===== src/sv/png_acf_pkg.sv =====
// ----------------------------------------------------------------------------
// PNG ancillary chunk filter - package
// Parser phases, queue command format and PNG constants.
// ----------------------------------------------------------------------------
`timescale 1ns / 1ps

package png_acf_pkg;

  typedef enum logic [1:0] {
    PH_SIG,
    PH_PREFIX,
    PH_BODY,
    PH_ERR
  } phase_e;

  // one queue entry: either a single result or a release of the held prefix
  typedef struct packed {
    logic        rel;
    logic [7:0]  data;
    logic        vld;
    logic        done;
    logic        fail;
    logic [63:0] prefix;
  } cmd_t;

  localparam int unsigned BODY_W = 33;
  localparam logic [BODY_W-1:0] CRC_BYTES = BODY_W'(4);
  localparam int unsigned CASE_BIT = 5;

  localparam logic [7:0] SIG_BYTES [8] = '{
    8'h89, 8'h50, 8'h4e, 8'h47, 8'h0d, 8'h0a, 8'h1a, 8'h0a
  };

  localparam int unsigned N_KEPT = 5;
  localparam logic [31:0] KEPT_TYPES [N_KEPT] = '{
    32'h624b4744, 32'h74524e53, 32'h6163544c, 32'h6663544c, 32'h66644154
  };

endpackage


===== src/sv/png_acf_front.sv =====
// ----------------------------------------------------------------------------
// PNG ancillary chunk filter - front end
// Parses signature, chunk prefixes and bodies; issues at most one command per accepted beat.
// ----------------------------------------------------------------------------
`timescale 1ns / 1ps

module png_acf_front
  import png_acf_pkg::*;
(
  input  logic       clk_i,
  input  logic       rst_ni,
  input  logic       in_valid_i,
  output logic       in_ready_o,
  input  logic [7:0] in_byte_i,
  input  logic       is_last_i,
  input  logic       q_full_i,
  output logic       q_push_o,
  output cmd_t       q_cmd_o
);

  phase_e              phase_q, phase_d;
  logic [2:0]          idx_q, idx_d;
  logic [63:0]         prefix_q, prefix_d;
  logic [BODY_W-1:0]   body_q, body_d;
  logic                keep_q, keep_d;

  logic                acc;
  logic                emit;
  logic [63:0]         prefix_new;
  logic [31:0]         chunk_type;
  logic                type_kept;
  logic [BODY_W-1:0]   body_dec;
  logic                body_ok;

  assign in_ready_o = !q_full_i;
  assign acc        = in_valid_i && in_ready_o;
  assign prefix_new = {prefix_q[55:0], in_byte_i};
  assign chunk_type = prefix_new[31:0];
  assign body_dec   = body_q - BODY_W'(1);
  assign body_ok    = (body_dec == '0);

  always_comb begin
    type_kept = !(chunk_type[24 + CASE_BIT] || chunk_type[16 + CASE_BIT]);
    for (int k = 0; k < N_KEPT; k++) begin
      if (chunk_type == KEPT_TYPES[k]) type_kept = 1'b1;
    end
  end

  always_comb begin
    phase_d  = phase_q;
    idx_d    = idx_q;
    prefix_d = prefix_q;
    body_d   = body_q;
    keep_d   = keep_q;
    emit     = 1'b0;
    q_cmd_o  = '{rel: 1'b0, data: in_byte_i, vld: 1'b1, done: 1'b0, fail: 1'b0,
                 prefix: prefix_new};
    unique case (phase_q)
      PH_SIG: begin
        if (in_byte_i != SIG_BYTES[idx_q]) begin
          phase_d = PH_ERR;
          if (is_last_i) begin
            emit    = 1'b1;
            q_cmd_o.vld  = 1'b0;
            q_cmd_o.data = '0;
            q_cmd_o.done = 1'b1;
            q_cmd_o.fail = 1'b1;
          end
        end else if (idx_q == 3'd7) begin
          emit         = 1'b1;
          q_cmd_o.done = is_last_i;
          phase_d      = PH_PREFIX;
          idx_d        = '0;
        end else if (is_last_i) begin
          emit         = 1'b1;
          q_cmd_o.vld  = 1'b0;
          q_cmd_o.data = '0;
          q_cmd_o.done = 1'b1;
          q_cmd_o.fail = 1'b1;
        end else begin
          emit  = 1'b1;
          idx_d = idx_q + 3'd1;
        end
      end
      PH_PREFIX: begin
        if (is_last_i) begin
          emit         = 1'b1;
          q_cmd_o.vld  = 1'b0;
          q_cmd_o.data = '0;
          q_cmd_o.done = 1'b1;
          q_cmd_o.fail = 1'b1;
        end else begin
          prefix_d = prefix_new;
          if (idx_q != 3'd7) begin
            idx_d = idx_q + 3'd1;
          end else begin
            body_d      = {1'b0, prefix_new[63:32]} + CRC_BYTES;
            keep_d      = type_kept;
            phase_d     = PH_BODY;
            idx_d       = '0;
            emit        = type_kept;
            q_cmd_o.rel = 1'b1;
          end
        end
      end
      PH_BODY: begin
        if (is_last_i) begin
          emit         = 1'b1;
          q_cmd_o.vld  = body_ok && keep_q;
          q_cmd_o.data = (body_ok && keep_q) ? in_byte_i : '0;
          q_cmd_o.done = 1'b1;
          q_cmd_o.fail = !body_ok;
        end else begin
          body_d = body_dec;
          if (body_ok) begin
            phase_d = PH_PREFIX;
            idx_d   = '0;
          end
          emit = keep_q;
        end
      end
      PH_ERR: begin
        if (is_last_i) begin
          emit         = 1'b1;
          q_cmd_o.vld  = 1'b0;
          q_cmd_o.data = '0;
          q_cmd_o.done = 1'b1;
          q_cmd_o.fail = 1'b1;
        end
      end
      default: ;
    endcase
    // end of file: back to reset state for the next one
    if (is_last_i) begin
      phase_d = PH_SIG;
      idx_d   = '0;
      body_d  = '0;
      keep_d  = 1'b0;
    end
  end

  assign q_push_o = acc && emit;

  always_ff @(posedge clk_i or negedge rst_ni) begin
    if (!rst_ni) begin
      phase_q <= PH_SIG;
      idx_q   <= '0;
      body_q  <= '0;
      keep_q  <= 1'b0;
    end else if (acc) begin
      phase_q <= phase_d;
      idx_q   <= idx_d;
      body_q  <= body_d;
      keep_q  <= keep_d;
    end
  end

  always_ff @(posedge clk_i) begin
    if (acc) prefix_q <= prefix_d;
  end

endmodule


===== src/sv/png_acf_queue.sv =====
// ----------------------------------------------------------------------------
// PNG ancillary chunk filter - command queue
// Small register FIFO between the front end and the back end.
// ----------------------------------------------------------------------------
`timescale 1ns / 1ps

module png_acf_queue
  import png_acf_pkg::*;
#(
  parameter int unsigned DEPTH = 4
) (
  input  logic clk_i,
  input  logic rst_ni,
  input  logic push_i,
  input  cmd_t push_cmd_i,
  output logic full_o,
  input  logic pop_i,
  output cmd_t head_o,
  output logic empty_o
);

  localparam int unsigned PW = (DEPTH > 1) ? $clog2(DEPTH) : 1;
  localparam int unsigned CW = $clog2(DEPTH + 1);

  cmd_t            mem_q [DEPTH];
  logic [PW-1:0]   wr_q, rd_q;
  logic [CW-1:0]   cnt_q;

  assign full_o  = (cnt_q == CW'(DEPTH));
  assign empty_o = (cnt_q == '0);
  assign head_o  = mem_q[rd_q];

  always_ff @(posedge clk_i or negedge rst_ni) begin
    if (!rst_ni) begin
      wr_q  <= '0;
      rd_q  <= '0;
      cnt_q <= '0;
    end else begin
      if (push_i) wr_q <= (wr_q == PW'(DEPTH - 1)) ? '0 : wr_q + PW'(1);
      if (pop_i)  rd_q <= (rd_q == PW'(DEPTH - 1)) ? '0 : rd_q + PW'(1);
      if (push_i && !pop_i)      cnt_q <= cnt_q + CW'(1);
      else if (pop_i && !push_i) cnt_q <= cnt_q - CW'(1);
    end
  end

  always_ff @(posedge clk_i) begin
    if (push_i) mem_q[wr_q] <= push_cmd_i;
  end

endmodule


===== src/sv/png_acf_back.sv =====
// ----------------------------------------------------------------------------
// PNG ancillary chunk filter - back end
// Expands queued commands into result beats through an output register.
// ----------------------------------------------------------------------------
`timescale 1ns / 1ps

module png_acf_back
  import png_acf_pkg::*;
(
  input  logic       clk_i,
  input  logic       rst_ni,
  input  cmd_t       head_i,
  input  logic       empty_i,
  output logic       pop_o,
  output logic       out_valid_o,
  input  logic       out_ready_i,
  output logic [7:0] out_byte_o,
  output logic       byte_valid_o,
  output logic       stream_done_o,
  output logic       fail_o,
  output logic       run_end_o
);

  logic [2:0] beat_q;
  logic       valid_q;
  logic [7:0] byte_q;
  logic       bvld_q, done_q, fail_q, end_q;

  logic       load;
  logic       rel_last;
  logic [2:0] sel;
  logic [7:0] rel_byte;

  assign load     = !empty_i && (!valid_q || out_ready_i);
  assign rel_last = (beat_q == 3'd7);
  assign pop_o    = load && (!head_i.rel || rel_last);
  assign sel      = 3'd7 - beat_q;
  assign rel_byte = head_i.prefix[{sel, 3'b000} +: 8];

  always_ff @(posedge clk_i or negedge rst_ni) begin
    if (!rst_ni) begin
      valid_q <= 1'b0;
      beat_q  <= '0;
    end else begin
      if (load) valid_q <= 1'b1;
      else if (out_ready_i) valid_q <= 1'b0;
      if (load && head_i.rel) beat_q <= beat_q + 3'd1;
    end
  end

  always_ff @(posedge clk_i) begin
    if (load) begin
      if (head_i.rel) begin
        byte_q <= rel_byte;
        bvld_q <= 1'b1;
        done_q <= 1'b0;
        fail_q <= 1'b0;
        end_q  <= rel_last;
      end else begin
        byte_q <= head_i.data;
        bvld_q <= head_i.vld;
        done_q <= head_i.done;
        fail_q <= head_i.fail;
        end_q  <= 1'b1;
      end
    end
  end

  assign out_valid_o   = valid_q;
  assign out_byte_o    = byte_q;
  assign byte_valid_o  = bvld_q;
  assign stream_done_o = done_q;
  assign fail_o        = fail_q;
  assign run_end_o     = end_q;

endmodule


===== src/sv/png_ancillary_chunk_filter.sv =====
// ----------------------------------------------------------------------------
// PNG ancillary chunk filter - top level
// Strips ancillary and private chunks, except a fixed list of kept types, from a PNG byte stream.
// ----------------------------------------------------------------------------
// Takes one file byte per cycle. Every byte passes the front end combinationally
// into the queue; a kept chunk's 8 held prefix bytes come out as 8 beats from the
// back end, with the command queue (FIFO_DEPTH entries) absorbing the burst, so
// input stalls only when the queue fills. A result passes the queue and the back
// end's output register. On fail the consumer discards the file's output.
`timescale 1ns / 1ps

module png_ancillary_chunk_filter
  import png_acf_pkg::*;
#(
  parameter int unsigned FIFO_DEPTH = 4
) (
  input  logic       clk_i,
  input  logic       rst_ni,
  input  logic       in_valid_i,
  output logic       in_ready_o,
  input  logic [7:0] in_byte_i,
  input  logic       is_last_i,
  output logic       out_valid_o,
  input  logic       out_ready_i,
  output logic [7:0] out_byte_o,
  output logic       byte_valid_o,
  output logic       stream_done_o,
  output logic       fail_o,
  output logic       run_end_o
);

  logic q_full, q_push, q_pop, q_empty;
  cmd_t q_cmd, q_head;

  png_acf_front u_front (
    .clk_i      (clk_i),
    .rst_ni     (rst_ni),
    .in_valid_i (in_valid_i),
    .in_ready_o (in_ready_o),
    .in_byte_i  (in_byte_i),
    .is_last_i  (is_last_i),
    .q_full_i   (q_full),
    .q_push_o   (q_push),
    .q_cmd_o    (q_cmd)
  );

  png_acf_queue #(
    .DEPTH (FIFO_DEPTH)
  ) u_queue (
    .clk_i      (clk_i),
    .rst_ni     (rst_ni),
    .push_i     (q_push),
    .push_cmd_i (q_cmd),
    .full_o     (q_full),
    .pop_i      (q_pop),
    .head_o     (q_head),
    .empty_o    (q_empty)
  );

  png_acf_back u_back (
    .clk_i         (clk_i),
    .rst_ni        (rst_ni),
    .head_i        (q_head),
    .empty_i       (q_empty),
    .pop_o         (q_pop),
    .out_valid_o   (out_valid_o),
    .out_ready_i   (out_ready_i),
    .out_byte_o    (out_byte_o),
    .byte_valid_o  (byte_valid_o),
    .stream_done_o (stream_done_o),
    .fail_o        (fail_o),
    .run_end_o     (run_end_o)
  );

endmodule


===== config.mk =====
export PLATFORM = sky130hd
export DESIGN_NAME = png_ancillary_chunk_filter
export DESIGN_NICKNAME = d
export VERILOG_FILES = /design/src/sv/png_acf_pkg.sv /design/src/sv/png_acf_front.sv /design/src/sv/png_acf_queue.sv /design/src/sv/png_acf_back.sv /design/src/sv/png_ancillary_chunk_filter.sv
export SDC_FILE = /design/constraint.sdc
export NUM_CORES = 1
export LEC_CHECK = 0
export BUFFER_PORTS_ARGS = -buffer_cell sky130_fd_sc_hd__buf_2
export CORE_ASPECT_RATIO = 0.7
export CORE_MARGIN = 2
export CORE_UTILIZATION = 35
export CTS_CLUSTER_DIAMETER = 80
export DETAILED_ROUTE_END_ITERATION = 6
export GPL_ROUTABILITY_DRIVEN = 1
export SETUP_SLACK_MARGIN = 0.05
export SKIP_CTS_REPAIR_TIMING = 1
export SYNTH_ARGS = -nofsm -noshare
export SYNTH_HDL_FRONTEND = slang
export SYNTH_SLANG_ARGS = --single-unit

===== constraint.sdc =====
create_clock -name clk_i -period 14.3 [get_ports clk_i]
set_input_delay 2.86 -clock clk_i [delete_from_list [all_inputs] [get_ports clk_i]]
set_output_delay 2.86 -clock clk_i [all_outputs]
set_load 0.005 [all_outputs]

======== After elaboration in Yosys (flattened, before gate mapping) ========
Memory sizes are Yosys's and may differ from the RTL's.
Index checks and enable logic that the tools add are counted.
word-level totals
  memories ................................ 2
  bits in writable memories ............... 304
  register bits after elaboration ......... 118
  memory bits (read-only) ................. 64
memories
  name              words  width  rd ports  clocked after memory_dff  write ports  RTL line             source
  u_queue.mem_q     4      76     1         0                         1            png_acf_queue.sv:25  cmd_t mem_q [DEPTH];
  (name not given)  8      8      1         0                         0            png_acf_front.sv:60  if (in_byte_i != SIG_BYTES[idx_q]) begin
operators by class
  shift-type cells ........................ 1
  bitwise gates (word level) .............. 2
  equality and inequality tests ........... 20
  muxes and demuxes ....................... 51
  magnitude comparators ................... 1
  add/subtract/negate cells ............... 9
  reductions and logical operators ........ 33
operators with widths
  operator                                               count
  equality test 32 x 31 -> 1 bit, second input constant  5
  2-to-1 mux 33 bit                                      2
  one-hot mux 33 bit (2 select lines)                    1
  variable part select 64 x 7 -> 8 bit                   1
  adder 32 x 3 -> 33 bit, second input constant          1
  logical NOT 33 bit                                     1
  2-to-1 mux 11 bit                                      3
  one-hot mux 11 bit (3 select lines)                    1
  subtractor 33 x 1 -> 33 bit, second input constant     1
  2-to-1 mux 8 bit                                       4
  2-to-1 mux 1 bit                                       22
  2-to-1 mux 3 bit                                       7
  2-to-1 mux 2 bit                                       7
  adder 3 x 1 -> 3 bit, second input constant            3
  equality test 3 bit, second input constant             3
  2-to-1 mux 9 bit                                       1
  inequality test 3 bit, second input constant           3
  one-hot mux 3 bit (3 select lines)                     1
  AND reduction 3 bit                                    3
  equality test 2 bit, second input constant             4
  logical AND 1 bit                                      8
  logical NOT 1 bit                                      8
  inequality test 8 bit                                  1
  one-hot mux 2 bit (3 select lines)                     1
  20 further kinds                                       25

======== Longest topological paths before layout ========
  word-level depth ........................ 15
  depth in mapped cells ................... 14
  gate-level depth less buffers ........... 14

======== Hierarchy ========
From an unflattened synthesis, not the netlist that was laid out.
unflattened totals
  cells, all modules ...................... 1150
  area total of the unflattened synthesis .. 18390.1 um2
by module, submodules not included
  module         cells each  times used  area an instance (um2)
  png_acf_queue  435         1           11394.7
  png_acf_front  600         1           5733.0
  png_acf_back   115         1           1262.5

======== Worst setup path before layout ========
No wires, ideal clock.
  path type ............................... in2reg
  start ................................... input port in_byte_i[1]
  end ..................................... memory u_queue.mem_q[0][0] (netlist bit) (enable)
  stages .................................. 9
  data required time ...................... 13.857 ns
  arrival ................................. 6.662 ns
  slack ................................... 7.195 ns
  cell sequence ........................... clkbuf_1 > or4b_2 > nor4_1 > nand3_1 > o41ai_1 > a31oi_1 > a22oi_1 > o221a_2 > and2_1
on the way
  cells in the longest elaborated chain, start to end .. 12
  elaborated cells between the ends (all ways) .. 18
  classes of those cells .................. 6 x eq/ne; 11 x mux; 1 x reduce/logical
RTL lines
  element                                   RTL line                          source
  start: declaration                        png_ancillary_chunk_filter.sv:21  input logic [7:0] in_byte_i,
  equality test 32 x 31 -> 1 bit            png_acf_front.sv:45               if (chunk_type == KEPT_TYPES[k]) type_kept = 1'b1;
  2-to-1 mux 1 bit (5 in series)            png_acf_front.sv:45
  2-to-1 mux 1 bit                          png_acf_front.sv:94               if (idx_q != 3'd7) begin
  2-to-1 mux 1 bit                          png_acf_front.sv:86               if (is_last_i) begin
  one-hot mux 1 bit (4 select lines) *      png_acf_front.sv:58               unique case (phase_q)
  logical AND 1 bit *                       png_acf_front.sv:142              assign q_push_o = acc && emit;
  named net q_push                          png_ancillary_chunk_filter.sv:32  logic q_full, q_push, q_pop, q_empty;
  2-to-1 mux 1 bit *                        png_acf_queue.sv:47               if (push_i) mem_q[wr_q] <= push_cmd_i;
  2-to-1 mux 1 bit (implied by the code) *  png_acf_queue.sv:47
  end: declaration                          png_acf_queue.sv:25
The timed path passes the listed nets; every way through them passes the cells marked *.

======== Final worst setup path ========
  start ................................... input port in_byte_i[0]
  end ..................................... memory u_queue.mem_q[2][57] (netlist bit) (enable)
Same word-level chain as after synthesis.

==> results.json <==
{
  "outcome": "complete, no violations",
  "regArea_mm2": 0.0124,
  "place_congestion": 0.847,
  "leakagePower_nw": 6.58,
  "crit_required_ns": 14.45,
  "dp_slack_ns": 7.43,
  "cts_max_level": 2,
  "synth_cell_types": 67,
  "multi_input_area_mm2": 0.00547,
  "antenna_cells": 0,
  "port-buffer-count": 26,
  "synth_nets": 1140,
  "start_util_pct": 35.6,
  "synth-edff-count": 372,
  "ios": 27,
  "drv_cap": 0,
  "async_flop_share_pct": 11.8,
  "relSlewSlack_pct": 28.6,
  "min_path_type": "flop to flop",
  "dp_hpwl_um": 26500,
  "grt-ovfl-total": 0,
  "fmax_mhz": 158,
  "clkSinkCount": 422,
  "fp.dieH_um": 195,
  "fillCellCount": 4588,
  "die_w_um": 276,
  "power.switching_mw": 1.26,
  "worstPathMaxFanout": 46,
  "synth_area_per_cell_um2": 16.4,
  "wirelength_um": 41200,
  "finClkSkew_ns": 0.0290,
  "power.internal_mw": 2.71,
  "critPathMaxStageDelay_ns": 0.70,
  "rsz0062_at_grt": "no",
  "hold_violations": 0,
  "cp-end-kind": "flop",
  "crit_chain": "buf_2, or4b_2, nor4_1, nand3_1, o41ai_1, a31oi_1, a22oi_1, o221a_2, and2_4, buf_4",
  "fin_nets": 1166,
  "swShare_pct": 31.8,
  "core_mm2": 0.0510,
  "drc": 0,
  "clock_path_buffers": 3,
  "clk_latency_ns": 0.55,
  "p_seq_share_pct": 45.1,
  "setup_violations": 0,
  "worstPathArrival_ns": 6.50,
  "cts_made_buffers": 38,
  "avgRoutedWirePerCell_um": 22.5,
  "vias": 10100,
  "final_cell_mix": "372 x edfxtp_1, 92 x mux4_2, 65 x nand2_1",
  "mostFrequentLayoutCell": "edfxtp_1",
  "post-route-period-util_pct": 44.4,
  "seq_area_frac_synth_pct": 68.5,
  "slowest_stage": "or4b_2",
  "vias_per_cell": 5.51,
  "setup_slack_ns": 7.96,
  "drive_gt1_share_pct": 19.7,
  "critPathKind": "input port to flop",
  "grt_max_degree": 63,
  "syn_to_final_growth_pct": 12.1,
  "yosysWarnings": 0,
  "grt_pass1_wl_um": 62600,
  "cts_tree": "done",
  "ant_nets": 0,
  "synthFlopType": "edfxtp_1",
  "syn_inst": 1105,
  "min_period_ns": 6.34,
  "report.final.slew_viol_count": 0,
  "rows": 69,
  "combPwrFrac_pct": 28.2,
  "dr.pass1.iters": 5,
  "root_buffer": "clkbuf_16",
  "ys_ff_latch": 422,
  "vdd_ir_drop_max_uv": 201,
  "grtUsageTotal_pct": 15.4,
  "synth_area_mm2": 0.0181,
  "first_global_vias": 9693,
  "final.setup.tns_ns": 0,
  "power.density_mw_per_mm2": 195,
  "antenna_found_initial": 2,
  "die-area_mm2": 0.0537,
  "p_clk_share_pct": 26.7,
  "tightestPinTransition_ns": 1.07,
  "clk_pin_slew_worst_paths_ns": 0.07,
  "worstSetupStartpointType": "input port",
  "drt_iter0_drc": 945
}
==> power groups by stage <==
stage | clock network (mW) | logic, mW | registers, mW
3_5_place_dp | 0 | 1.14 | 1.82
3_3_place_gp | 0 | 1.12 | 1.81
4_1_cts | 1.09 | 1.14 | 1.79
5_1_grt | 1.13 | 1.23 | 1.82
6_report | 1.06 | 1.12 | 1.79
2_1_floorplan | 0 | 0.881 | 1.70
==> cell type report <==
cell class / count / share of cell area [%]
sequential: 422 / 61.1
tap: 674 / 4.14
clock inverter: 21 / 1.21
inverter: 20 / 0.369
timing repair buffer: 40 / 1.16
multi-input combinational: 609 / 26.9
clock buffer: 48 / 5.16
==> cells in the mapped netlist (11+ instances only) <==
cell type,n,share of area [%]
a21oi_1,28,0.77
nor4_1,19,0.65
mux2i_1,13,0.72
nor3_1,31,0.85
xor2_1,13,0.63
dfrtp_1,50,6.9
clkbuf_1,39,0.81
o21ai_0,50,1.4
buf_1,12,0.25
mux4_2,92,11
nand3_1,18,0.50
inv_1,20,0.41
xnor2_1,30,1.4
nor2_1,49,1.0
edfxtp_1,372,62
a22oi_1,12,0.50
nand2_1,65,1.3
nand4_1,11,0.38
ha_1,21,1.4
==> through the flow <==
| step | total power [mW] | hold WS (ns) | std cells | utilization, % | area (um^2) |
|---|---|---|---|---|---|
| 6_report | 3.98 | 0.524 | 1834 | 39.9 | 20300 |
| 5_1_grt | 4.19 | 0.549 | 1834 | 39.9 | 20300 |
| 4_1_cts | 4.02 | 0.520 | 1834 | 39.9 | 20300 |
| 3_5_place_dp | 2.95 | 0.507 | 1765 | 37.3 | 19100 |
| 3_3_place_gp | 2.93 | 0.502 | 1765 | 37.3 | 19100 |
| 2_1_floorplan | 2.58 | 0.479 | 1105 | - | 18100 |
==> registers in the layout, indices dropped and copies added, names as in the netlist, 2 cells and up <==
| register | flops |
|---|---|
| u_back.beat_q | 3 |
| u_back.out_byte_o | 8 |
| u_front.body_q | 33 |
| u_front.idx_q | 3 |
| u_front.phase_q | 2 |
| u_front.prefix_q | 56 |
| u_queue.cnt_q | 3 |
| u_queue.mem_q | 304 |
| u_queue.rd_q | 2 |
| u_queue.wr_q | 2 |
==> path summary, 6_finish.rpt <==
check	start	end	slack, ns	cells after the start
hold / removal	u_queue.cnt_q[2]	u_queue.cnt_q[2]	0.52	1
setup reg to reg	u_front.body_q[1]	u_queue.mem_q[0][68]	9.76	10
hold reg to reg	u_queue.cnt_q[2]	u_queue.cnt_q[2]	0.52	1
setup / recovery	in_byte_i[0]	u_queue.mem_q[2][57]	7.96	10
max in group asynchronous	rst_ni	u_queue.rd_q[1]	11.31	2
min in group asynchronous	rst_ni	u_back.out_valid_o	2.44	2
==> logic make-up (layout without fill, tap and decap cells) <==
family	Yosys count	count (layout)	share of synthesized area, %
flops	422	422	68.5
simple gates	278	278	8.25
compound gates	152	152	5.42
mux	114	114	12.7
buf+inv	74	129	1.55
xor+xnor	43	43	2.08
fa+ha+maj	22	22	1.56
==> critical path: cells and delay by family <==
kind | cells | cell delay, ns
simple gates | 4 | 1.71
compound gates | 4 | 1.02
buf+inv | 2 | 0.86
==> layer usage <==
metal	global-route usage [%]	part of all wire, %
met5	0	0.029
met4	3.06	1.8
met3	3.73	7.6
met2	20.9	40
met1	24.6	50
Note: power is estimated with default switching activity, not from simulation.
